--- src/sv/pva_pkg.sv ---
// Types and codes shared by the primitive vertex assembler.
// No dependencies; every other file of the block imports this package.
package pva_pkg;

	localparam logic [1:0] FUNC_SET_KIND  = 2'd0;
	localparam logic [1:0] FUNC_SET_COLOR = 2'd1;
	localparam logic [1:0] FUNC_SET_TEX   = 2'd2;
	localparam logic [1:0] FUNC_KICK      = 2'd3;

	localparam logic [2:0] KIND_TRI_STRIP = 3'd4;
	localparam logic [2:0] KIND_SPRITE    = 3'd6;

	localparam logic [1:0] OP_ERROR  = 2'd0;
	localparam logic [1:0] OP_SPRITE = 2'd1;
	localparam logic [1:0] OP_STRIP  = 2'd2;

	localparam logic [2:0] BEAT_STRIP_LAST  = 3'd2;
	localparam logic [2:0] BEAT_SPRITE_LAST = 3'd5;
	localparam logic [1:0] STRIP_FULL       = 2'd3;

	typedef struct packed {
		logic [1:0]  func;
		logic [2:0]  prim_kind;
		logic [31:0] color;
		logic [31:0] tex_s;
		logic [31:0] tex_t;
		logic [15:0] pos_x;
		logic [15:0] pos_y;
		logic [23:0] pos_z;
	} in_t;

	typedef struct packed {
		logic [31:0] out_x;
		logic [31:0] out_y;
		logic [23:0] out_z;
		logic [31:0] out_color;
		logic [31:0] out_s;
		logic [31:0] out_t;
		logic        last;
		logic        error;
	} out_t;

	typedef struct packed {
		logic [15:0] x;
		logic [15:0] y;
		logic [23:0] z;
		logic [31:0] color;
		logic [31:0] s;
		logic [31:0] t;
	} slot_t;

	typedef struct packed {
		logic [1:0]       op;
		slot_t [2:0]      slots;
	} job_t;

	typedef struct packed {
		logic valid;
		logic pop;
	} q_ctrl_t;

endpackage

--- src/sv/pva_front.sv ---
// Front end of the assembler: accepts input beats, keeps the vertex slots and
// current attributes, and pushes jobs for the back end into the queue. Uses pva_pkg.
module pva_front (
	input  logic         clk,
	input  logic         arst_n,
	input  logic         item_valid,
	output logic         item_stall,
	input  pva_pkg::in_t item,
	output logic         push_valid,
	output pva_pkg::job_t push_job,
	input  logic         push_full
);
	import pva_pkg::*;

	slot_t [2:0] slots_q, slots_d;
	logic [31:0] color_q, color_d;
	logic [63:0] tex_q, tex_d;
	logic [1:0]  fill_q, fill_d;
	logic [1:0]  strip_q, strip_d;
	logic [2:0]  kind_q, kind_d;
	logic [1:0]  idx;
	logic        has_job;
	logic        accept;
	slot_t       new_slot;

	assign item_stall = push_full;
	assign accept     = item_valid && !push_full;
	assign push_valid = accept && has_job;

	always_comb begin
		slots_d  = slots_q;
		color_d  = color_q;
		tex_d    = tex_q;
		fill_d   = fill_q;
		strip_d  = strip_q;
		kind_d   = kind_q;
		has_job  = 1'b0;
		push_job.op = OP_ERROR;
		idx      = 2'd0;
		new_slot.x     = item.pos_x;
		new_slot.y     = item.pos_y;
		new_slot.z     = item.pos_z;
		new_slot.color = color_q;
		new_slot.s     = tex_q[31:0];
		new_slot.t     = tex_q[63:32];
		case (item.func)
			FUNC_SET_KIND: begin
				if (strip_q != 2'd0) begin
					strip_d = 2'd0;
					fill_d  = 2'd0;
				end else if (fill_q != 2'd0) begin
					fill_d  = 2'd0;
					has_job = 1'b1;
				end
				kind_d = item.prim_kind;
			end
			FUNC_SET_COLOR: begin
				color_d = item.color;
			end
			FUNC_SET_TEX: begin
				tex_d = {item.tex_t, item.tex_s};
			end
			default: begin
				if (kind_q == KIND_SPRITE) begin
					idx = (fill_q >= 2'd2) ? 2'd0 : fill_q;
					for (int i = 0; i < 3; i++) begin
						if (idx == 2'(i)) slots_d[i] = new_slot;
					end
					if (idx == 2'd1) begin
						fill_d      = 2'd0;
						has_job     = 1'b1;
						push_job.op = OP_SPRITE;
					end else begin
						fill_d = idx + 2'd1;
					end
				end else if (kind_q == KIND_TRI_STRIP) begin
					idx = (fill_q == 2'd3) ? 2'd0 : fill_q;
					for (int i = 0; i < 3; i++) begin
						if (idx == 2'(i)) slots_d[i] = new_slot;
					end
					fill_d  = (idx == 2'd2) ? 2'd0 : idx + 2'd1;
					strip_d = (strip_q == STRIP_FULL) ? STRIP_FULL : strip_q + 2'd1;
					if (strip_d == STRIP_FULL) begin
						has_job     = 1'b1;
						push_job.op = OP_STRIP;
					end
				end else begin
					has_job = 1'b1;
				end
			end
		endcase
		push_job.slots = slots_d;
	end

	always_ff @(posedge clk or negedge arst_n) begin
		if (!arst_n) begin
			slots_q <= '0;
			color_q <= '0;
			tex_q   <= '0;
			fill_q  <= '0;
			strip_q <= '0;
			kind_q  <= '0;
		end else if (accept) begin
			slots_q <= slots_d;
			color_q <= color_d;
			tex_q   <= tex_d;
			fill_q  <= fill_d;
			strip_q <= strip_d;
			kind_q  <= kind_d;
		end
	end

endmodule

--- src/sv/pva_queue.sv ---
// Short job queue between the front and back ends of the assembler.
// Uses pva_pkg for the job type.
module pva_queue #(
	parameter int DEPTH = 2
) (
	input  logic             clk,
	input  logic             arst_n,
	input  logic             push_valid,
	input  pva_pkg::job_t    push_job,
	output logic             full,
	output pva_pkg::q_ctrl_t ctrl_out,
	input  logic             pop,
	output pva_pkg::job_t    head
);
	import pva_pkg::*;

	localparam int PTR_W = (DEPTH > 1) ? $clog2(DEPTH) : 1;
	localparam int CNT_W = $clog2(DEPTH + 1);

	job_t              entries_q [DEPTH];
	logic [PTR_W-1:0]  wr_ptr_q;
	logic [PTR_W-1:0]  rd_ptr_q;
	logic [CNT_W-1:0]  count_q;
	logic              do_pop;

	assign full           = (count_q == CNT_W'(DEPTH));
	assign ctrl_out.valid = (count_q != '0);
	assign ctrl_out.pop   = do_pop;
	assign do_pop         = pop && (count_q != '0);
	assign head           = entries_q[rd_ptr_q];

	always_ff @(posedge clk) begin
		if (push_valid) begin
			entries_q[wr_ptr_q] <= push_job;
		end
	end

	always_ff @(posedge clk or negedge arst_n) begin
		if (!arst_n) begin
			wr_ptr_q <= '0;
			rd_ptr_q <= '0;
			count_q  <= '0;
		end else begin
			if (push_valid) begin
				wr_ptr_q <= (wr_ptr_q == PTR_W'(DEPTH - 1)) ? '0 : wr_ptr_q + 1'b1;
			end
			if (do_pop) begin
				rd_ptr_q <= (rd_ptr_q == PTR_W'(DEPTH - 1)) ? '0 : rd_ptr_q + 1'b1;
			end
			if (push_valid && !do_pop) begin
				count_q <= count_q + 1'b1;
			end else if (do_pop && !push_valid) begin
				count_q <= count_q - 1'b1;
			end
		end
	end

	a_no_push_when_full: assert property (@(posedge clk) disable iff (!arst_n)
		push_valid |-> !full)
		else $error("Job pushed into a full queue.");

	a_count_bound: assert property (@(posedge clk) disable iff (!arst_n)
		count_q <= CNT_W'(DEPTH))
		else $error("Queue count exceeds its depth.");

endmodule

--- src/sv/pva_back.sv ---
// Back end of the assembler: expands each queued job into result beats, one
// per cycle while result_stall is low, through a registered output stage. Uses pva_pkg.
module pva_back (
	input  logic             clk,
	input  logic             arst_n,
	input  pva_pkg::q_ctrl_t q_ctrl,
	input  pva_pkg::job_t    job,
	output logic             pop,
	output logic             result_valid,
	input  logic             result_stall,
	output pva_pkg::out_t    result
);
	import pva_pkg::*;

	logic [2:0] beat_q;
	logic       out_valid_q;
	out_t       out_q;
	out_t       nxt;
	logic       load;
	logic       final_beat;
	slot_t      sel;

	assign load         = !out_valid_q || !result_stall;
	assign pop          = load && q_ctrl.valid && final_beat;
	assign result_valid = out_valid_q;
	assign result       = out_q;

	always_comb begin
		nxt        = '0;
		final_beat = 1'b1;
		case (beat_q)
			3'd0:    sel = job.slots[0];
			3'd1:    sel = job.slots[1];
			default: sel = job.slots[2];
		endcase
		case (job.op)
			OP_STRIP: begin
				final_beat    = (beat_q == BEAT_STRIP_LAST);
				nxt.out_x     = {sel.x, 16'h0000};
				nxt.out_y     = {sel.y, 16'h0000};
				nxt.out_z     = sel.z;
				nxt.out_color = sel.color;
				nxt.out_s     = sel.s;
				nxt.out_t     = sel.t;
				nxt.last      = final_beat;
			end
			OP_SPRITE: begin
				final_beat = (beat_q == BEAT_SPRITE_LAST);
				nxt.out_x  = (beat_q == 3'd2 || beat_q == 3'd3 || beat_q == 3'd4) ?
					{job.slots[1].x, 16'h0000} : {job.slots[0].x, 16'h0000};
				nxt.out_y  = (beat_q == 3'd0 || beat_q == 3'd4 || beat_q == 3'd5) ?
					{job.slots[0].y, 16'h0000} : {job.slots[1].y, 16'h0000};
				if (beat_q == 3'd0 || beat_q == 3'd5) begin
					nxt.out_z     = job.slots[0].z;
					nxt.out_color = job.slots[0].color;
				end else begin
					nxt.out_z     = job.slots[1].z;
					nxt.out_color = job.slots[1].color;
				end
				nxt.last = final_beat;
			end
			default: begin
				nxt.last  = 1'b1;
				nxt.error = 1'b1;
			end
		endcase
	end

	always_ff @(posedge clk) begin
		if (load && q_ctrl.valid) begin
			out_q <= nxt;
		end
	end

	always_ff @(posedge clk or negedge arst_n) begin
		if (!arst_n) begin
			out_valid_q <= 1'b0;
			beat_q      <= '0;
		end else if (load) begin
			out_valid_q <= q_ctrl.valid;
			if (q_ctrl.valid) begin
				beat_q <= final_beat ? 3'd0 : beat_q + 3'd1;
			end
		end
	end

	a_beat_needs_job: assert property (@(posedge clk) disable iff (!arst_n)
		beat_q != 3'd0 |-> q_ctrl.valid)
		else $error("Beat counter running without a queued job.");

	a_error_single: assert property (@(posedge clk) disable iff (!arst_n)
		(q_ctrl.valid && job.op != OP_SPRITE && job.op != OP_STRIP) |-> beat_q == 3'd0)
		else $error("Error job expanded into more than one beat.");

	a_pop_on_last: assert property (@(posedge clk) disable iff (!arst_n)
		q_ctrl.pop |=> (out_valid_q && out_q.last))
		else $error("Job retired without a final result beat.");

endmodule

--- src/sv/primitive_vertex_assembler_core.sv ---
// Top level of the primitive vertex assembler: front end, job queue, back end.
// Depends on pva_pkg, pva_front, pva_queue and pva_back.
//
// Channel   Direction  Payload           Handshake
// item      in         pva_pkg::in_t     item_valid / item_stall
// result    out        pva_pkg::out_t    result_valid / result_stall
//
// Set-kind, set-colour and set-texcoord items are handled in the front end.
// A strip vertex yields three result beats and a sprite pair six, one beat per
// cycle while result_stall is low, from the back end's single output register.
// Reset clears all slots and current attributes; the block is ready at once.
// item_stall rises when the job queue is full; the front and back stall independently.
module primitive_vertex_assembler_core #(
	parameter int QUEUE_DEPTH = 2
) (
	input  logic          clk,
	input  logic          arst_n,
	input  logic          item_valid,
	output logic          item_stall,
	input  pva_pkg::in_t  item,
	output logic          result_valid,
	input  logic          result_stall,
	output pva_pkg::out_t result
);
	import pva_pkg::*;

	logic    push_valid;
	job_t    push_job;
	logic    q_full;
	q_ctrl_t q_ctrl;
	logic    q_pop;
	job_t    q_head;

	pva_front u_front (
		.clk        (clk),
		.arst_n     (arst_n),
		.item_valid (item_valid),
		.item_stall (item_stall),
		.item       (item),
		.push_valid (push_valid),
		.push_job   (push_job),
		.push_full  (q_full)
	);

	pva_queue #(
		.DEPTH (QUEUE_DEPTH)
	) u_queue (
		.clk        (clk),
		.arst_n     (arst_n),
		.push_valid (push_valid),
		.push_job   (push_job),
		.full       (q_full),
		.ctrl_out   (q_ctrl),
		.pop        (q_pop),
		.head       (q_head)
	);

	pva_back u_back (
		.clk          (clk),
		.arst_n       (arst_n),
		.q_ctrl       (q_ctrl),
		.job          (q_head),
		.pop          (q_pop),
		.result_valid (result_valid),
		.result_stall (result_stall),
		.result       (result)
	);

endmodule
--- config.mk ---
export PLATFORM = sky130hd
export DESIGN_NAME = primitive_vertex_assembler_core
export DESIGN_NICKNAME = d
export VERILOG_FILES = /design/src/sv/pva_pkg.sv /design/src/sv/pva_front.sv /design/src/sv/pva_queue.sv /design/src/sv/pva_back.sv /design/src/sv/primitive_vertex_assembler_core.sv
export SDC_FILE = /design/constraint.sdc
export NUM_CORES = 2
export LEC_CHECK = 0
export BUFFER_PORTS_ARGS = -buffer_cell sky130_fd_sc_hd__buf_2
export CORE_MARGIN = 10
export CORE_UTILIZATION = 60
export DETAILED_ROUTE_END_ITERATION = 10
export GPL_ROUTABILITY_DRIVEN = 0
export HOLD_SLACK_MARGIN = 0.03
export PLACE_DENSITY = 0.81
export SLEW_MARGIN = 20
export SYNTH_ARGS = -nofsm -noshare
export SYNTH_HDL_FRONTEND = slang
export SYNTH_SLANG_ARGS = --single-unit
--- constraint.sdc ---
create_clock -name clk -period 90.7 [get_ports clk]
set_clock_uncertainty 0.1 [all_clocks]
set_input_delay 0 -clock clk [delete_from_list [all_inputs] [get_ports clk]]
set_output_delay 0 -clock clk [all_outputs]
set_load 0.05 [all_outputs]
# After elaboration in Yosys (flattened, before gate mapping)
# Memory sizes are Yosys's and may differ from the RTL's.
# Index checks and enable logic that the tools add are counted.
[totals]
register_bits = 753
mem_bits_rw = 916
in_bits = 161
out_inout_bits = 188
wordCells = 155
n_memories = 1
[classes]
add_sub_neg = 8
n_lt_le_gt_ge = 1
eq_ne = 22
n_mux = 49
bitwise_logic = 1
n_reduce_logical = 37
[mem_list]
columns = ["memory", "depth", "width", "read_ports", "rd_ports_with_merged_regs", "write_ports", "line", "source"]
rows = [
  ["u_queue.entries_q", 2, 458, 1, 0, 1, "pva_queue.sv:20", "job_t entries_q [DEPTH];"],
]
[ops]
columns = ["operator", "count"]
rows = [
  ["two-way mux 456 bit", 3],
  ["two-way mux 152 bit", 6],
  ["one-hot mux 152 bit (2 select lines)", 1],
  ["one-hot mux 120 bit (2 select lines)", 1],
  ["two-way mux 32 bit", 2],
  ["two-way mux 56 bit", 1],
  ["two-way mux 2 bit", 18],
  ["equality test 2 bit (second input constant)", 8],
  ["equality test 3 bit (second input constant)", 4],
  ["two-way mux 1 bit", 12],
  ["nonzero test 2 bit", 5],
  ["adder 2 x 1 -> 2 bit (second input constant)", 4],
  ["equality test 2 x 1 -> 1 bit (second input constant)", 4],
  ["one-hot mux 2 bit (2 select lines)", 2],
  ["AND reduction 2 bit", 4],
  ["logical AND 1 bit", 7],
  ["equality test 3 x 2 -> 1 bit (second input constant)", 2],
  ["zero test 2 bit", 3],
  ["logical OR 1 bit", 6],
  ["zero test 1 bit", 5],
  ["AND reduction 5 bit", 1],
  ["one-hot mux 1 bit (2 select lines)", 2],
  ["AND reduction 4 bit", 1],
  ["OR reduction 2 bit", 2],
  ["13 further kinds", 14],
]

# Logic depth before layout (Yosys ltp)
[logic_depth]
ltp_word = 12
ltp_mapped = 14
ltp_nobuf = 10

# Cells and area by module
# From an unflattened synthesis, not the netlist that was laid out.
[unflattened]
cells_unflattened = 4066
hier_area_um2 = 70530.1
[by_module_without_submodules]
columns = ["module", "n_inst", "cells_per_inst", "area_each_um2", "seq_area_each_um2"]
rows = [
  ["pva_queue", 1, 1443, 33413.3, 27606.5],
  ["pva_front", 1, 1730, 26968.4, 13988.4],
  ["pva_back", 1, 893, 10148.5, 4724.5],
]

# Worst setup path before layout
# OpenSTA, ideal clock, no wires.
[synth_timing]
path_kind = "flip-flop to flip-flop"
startpoint = "register u_queue.wr_ptr_q"
endpoint = "memory u_queue.entries_q[0][0] (netlist name), enable pin"
setup_ns = 2.400
t_arrival_ns = 43.968
required_time_ns = 88.200
path_slack_ns = 44.232
stages_incl_launch_ff = 2
n_path_buf = 0
synth_period_minus_slack_ns = 46.468
path_cell_list = "dfrtp_1 -> nor4_1"
[synth_lines]
columns = ["element", "line", "source"]
rows = [
  ["from (decl)", "pva_queue.sv:21", "logic [PTR_W-1:0] wr_ptr_q;"],
  ["from (signal assigned)", "pva_queue.sv:45", "wr_ptr_q <= (wr_ptr_q == PTR_W'(DEPTH - 1)) ? '0 : wr_ptr_q + 1'b1;"],
  ["to (decl)", "pva_queue.sv:20", ""],
]
# No word-level cell before the write port.

# Final worst setup path
[layout_timing]
startpoint = "register u_front.fill_q[0]"
endpoint = "memory u_queue.entries_q[1][120] (netlist name), enable pin"
[layout_via]
elab_chain_len = 9
word_cells_on_any_way = 12
cone_classes = "1 x order compare; 1 x eq/ne; 8 x mux; 2 x reduce/logical"
[layout_rtl]
columns = ["element", "line", "source"]
rows = [
  ["from (decl)", "pva_front.sv:18", "logic [1:0] fill_q, fill_d;"],
  ["from (signal assigned)", "pva_front.sv:107", "fill_q <= fill_d;"],
  [">= comparator 2 bit", "pva_front.sv:65", "idx = (fill_q >= 2'd2) ? 2'd0 : fill_q;"],
  ["two-way mux 2 bit", "pva_front.sv:65", ""],
  ["equality test 2 x 1 -> 1 bit", "pva_front.sv:69", "if (idx == 2'd1) begin"],
  ["two-way mux 1 bit", "pva_front.sv:69", ""],
  ["two-way mux 1 bit", "pva_front.sv:64", "if (kind_q == KIND_SPRITE) begin"],
  ["one-hot mux 1 bit (2 select lines) (*)", "pva_front.sv:46", "case (item.func)"],
  ["logical AND 1 bit (*)", "pva_front.sv:28", "assign push_valid = accept && has_job;"],
  ["net push_valid", "primitive_vertex_assembler_core.sv:27", "logic push_valid;"],
  ["two-way mux 1 bit (*)", "pva_queue.sv:33", "if (push_valid) begin"],
  ["two-way mux 1 bit (not written as such) (*)", "pva_queue.sv:34", "entries_q[wr_ptr_q] <= push_job;"],
]
# The timed path passes the listed nets; every way through them passes the cells marked *.

==> results.md <==
* Total power divided by cell area at about 33 nW/um2
* Post-synthesis cell area at between 60000 and 70000 um2
* Worst Setup Start Kind: register
* Finish-stage setup viols at 0
* Clock tree from TritonCTS: yes
* Via count at 37900
* Setup crit start: u_front.fill_q[0]
* Routed Wire Length at approximately 160 mm
* Reg2Reg Depth at 9
* Most frequent standard cell in the layout excluding fill and tap cells: sky130_fd_sc_hd__edfxtp_1
* Synth warn at 0
* Min-Delay Path Depth at 3
* Period utilization at 0.0574
* Detailed-route vias per instance at a little over 6
* Slew of the pin with the lowest slew margin at roughly 1.2 ns
* 1st-pass router iterations at 6
* Clock tree buffer depth at 3
* Total negative slack for setup checks at 0 ns
* TritonCTS buffer count at roughly 160
* Clk Latency, worst-skew pair at ~0.78 ns
* Number of antenna violations at the first check in global routing at 8
* Number of cells produced by synthesis at just under 4000
* Max Transition Viols Final at 0
* Wire length of the first global-routing pass at about 240 mm
* Cell at the root of the clock tree: sky130_fd_sc_hd__clkbuf_16
* Number of nets in the layout at between 4000 and 5000
* Clock sink count at between 1500 and 2000
* CTS HTree Levels at 4
* Vias in the first global route at roughly 40000
* FF-to-FF End: u_queue.entries_q[1][120]
* Syn_area_per_cell at around 17 um2
* Hold Crit Start: item[11]
* Endpoint arrival time on the critical path at between 5 and 6 ns
* WL/cell at between 20 and 30 um
* Count of unresolved DRC violations after routing at 0
* Worst setup slack before clock tree synthesis at between 80 and 90 ns
* CTS clock-pin slew for the worst setup and hold paths at 0.06 ns
* Maximum resistive drop on vdd at ~31 uV
* Overall routing resource usage at 0.249
* Fin worst setup slack at 85.49 ns
* Final critical path time including I/O delays and setup at approximately 5.2 ns
* EDFF count, synth at roughly 1100
* Worst setup EP type: register
* Highest-count cells in the layout ignoring fill and taps: sky130_fd_sc_hd__edfxtp_1 (1070), sky130_fd_sc_hd__mux2_2 (968), sky130_fd_sc_hd__dfrtp_1 (566)
* Fmax achieved at roughly 190 MHz
* Worst setup path category: reg -> reg
* Register area share after synthesis at 0.686
* Number of DRC violations after detailed-routing iteration 0 at 3060
* Starting utilization of the core area at 0.602
* Largest net degree at the start of global routing at ~170
* Hold-fix buffers at CTS at roughly 340
* Worst-path maximum fanout at roughly 70
* Number of top-level pins at between 300 and 400
* Post-detailed-placement half-perimeter wirelength at roughly 81 mm
* Result of the run: finished, final reports clean
* Number of rows in the core area at between 100 and 150
* Post-synth cell types at 50
* Unrepaired setup endpoints after global routing: no
* Type of the worst min-delay path: in -> reg
* Leakage Power at approximately 33 nW
* FF+latch count, synth at approximately 1600
* Count of instances resized after the clock tree is built at 0
* Y dimension of the die at 355 um
* Die width at roughly 360 um
* Crit path required time at approximately 91 ns
* Fraction of final layout cells sized beyond drive strength 1 at 0.345
* Worst-case hold path end point: u_queue.entries_q[0][259]
* Remaining antenna violation count after routing at 0
* IO buf count at roughly 320
* Async set-or-reset flop fraction in the synthesized netlist at 0.346
* Post-CTS setup buffers at 0
* Overall die area at between 100000 and 150000 um2
* Beginning of the worst register-to-register path: u_front.fill_q[0]
* Overflow left after global routing at 0
* Normalized max-slew margin at 0.197
* Flop-to-flop setup slack at between 80 and 90 ns
* Max-Cap Viols at 0
* Number of hold violations in the final report at 0
* Layout area overhead at 17.2%
* Primary flip-flop cell chosen by synthesis mapping: sky130_fd_sc_hd__edfxtp_1
* Floorplan Core Area at between 100000 and 150000 um2
* Final cell utilization of the core at 0.705
cell type report:
type,count,area [um2]
antenna,2,5.00
clock buffer,231,4570
clock inverter,73,795
fill,6867,33100
inverter,12,52.6
multi-input combinational,2003,20000
sequential,1637,46300
tap,1500,1880
timing repair buffer,714,5530
power by group:
part / total, W / internal, W / switching [W] / leakage (nW)
clock: 0.000667 / 0.000383 / 0.000284 / 2.61
sequential: 0.00116 / 0.00104 / 0.000119 / 17.5
combinational: 0.000774 / 0.000301 / 0.000473 / 12.5
total: 0.00260 / 0.00173 / 0.000877 / 32.6
how the worst max path moves through the flow:
| stage | end | slack (ns) | cells past startpoint |
|---|---|---|---|
| 3_3_place_gp | u_queue.entries_q[1][128] | 85.54 | 9 |
| 3_5_place_dp | u_queue.entries_q[1][128] | 85.41 | 9 |
| 4_1_cts | u_queue.entries_q[1][120] | 85.47 | 9 |
| 2_1_floorplan | u_queue.entries_q[0][0] | 44.23 | 1 |
| 5_1_grt | u_queue.entries_q[1][120] | 85.15 | 9 |
| 6_report | u_queue.entries_q[1][120] | 85.49 | 9 |
logic make-up (layout without fill, tap and decap cells):
kind of cell	count (synthesis)	count (layout)	share of synthesized area
flops	1637	1637	0.686
mux	1432	1432	0.232
compound gates	386	386	0.0467
buf+inv	282	1030	0.0225
simple gates	132	132	0.00886
fa+ha+maj	16	16	0.00296
xor+xnor	5	5	0.000649
other cells	1	34	0.0000555
Yosys cell counts, drive strengths merged (2+ instances only):
| master | instances | area share |
|---|---|---|
| a211o | 16 | 0.0021 |
| a211oi | 2 | 0.00041 |
| a21oi | 6 | 0.00056 |
| a221o | 72 | 0.011 |
| a22o | 64 | 0.0083 |
| a22oi | 64 | 0.0071 |
| and2 | 3 | 0.00028 |
| and3 | 3 | 0.00028 |
| and3b | 2 | 0.00026 |
| buf | 200 | 0.018 |
| clkbuf | 70 | 0.0039 |
| dfrtp | 567 | 0.21 |
| edfxtp | 1070 | 0.48 |
| ha | 16 | 0.0030 |
| inv | 12 | 0.00067 |
| mux2 | 1084 | 0.18 |
| mux2i | 348 | 0.052 |
| nand2 | 79 | 0.0045 |
| nand2b | 2 | 0.00019 |
| nand3 | 6 | 0.00052 |
| nor2 | 19 | 0.0011 |
| nor2b | 9 | 0.00083 |
| nor3b | 2 | 0.00022 |
| o21ai | 3 | 0.00022 |
| o221ai | 64 | 0.0083 |
| o22ai | 89 | 0.0082 |
| or3 | 2 | 0.00019 |
| xnor2 | 2 | 0.00026 |
| xor2 | 3 | 0.00039 |
registers in the layout (all words and copies together), names as in the netlist:
register	cells
u_queue.entries_q	916
u_back.result	154
u_queue.wr_ptr_q	1
u_front.strip_q	2
u_back.result_valid	1
u_back.beat_q	3
u_front.color_q	32
u_queue.rd_ptr_q	1
u_front.kind_q	3
u_front.slots_q	456
u_front.tex_q	64
u_front.fill_q	2
u_queue.count_q	2
layer usage:
| layer | global-route usage | vias up | wire (um) |
|---|---|---|---|
| li1 | - | 16400 | - |
| met1 | 0.317 | 19800 | 62900 |
| met2 | 0.429 | 1381 | 81600 |
| met3 | 0.0437 | 313 | 10300 |
| met4 | 0.0900 | 10 | 4830 |
| met5 | 0 | - | 69 |
worst max-delay path: stages, from the launching register on:
cell and delay [ns]:
sky130_fd_sc_hd__dfrtp_1 0.39, sky130_fd_sc_hd__inv_1 0.09, sky130_fd_sc_hd__ha_1 0.23, sky130_fd_sc_hd__nor4b_1 0.26
sky130_fd_sc_hd__nor2_1 0.11, sky130_fd_sc_hd__nor3_1 0.34, sky130_fd_sc_hd__and2_4 0.75, sky130_fd_sc_hd__buf_4 0.82
sky130_fd_sc_hd__buf_4 0.75, sky130_fd_sc_hd__buf_4 0.85
metrics by stage:
stage          total power (W)  hold WS [ns]  instances  cell area, um2
6_report               0.00260        0.0730       6172           79100
5_1_grt                0.00271        0.0523       6171           79100
4_1_cts                0.00261        0.0302       6169           79100
3_5_place_dp           0.00192        0.0189       5524           70300
3_3_place_gp           0.00189        0.0149       5523           70300
2_1_floorplan          0.00174        -0.396       3922           67600
(Power assumes the default switching activity.)
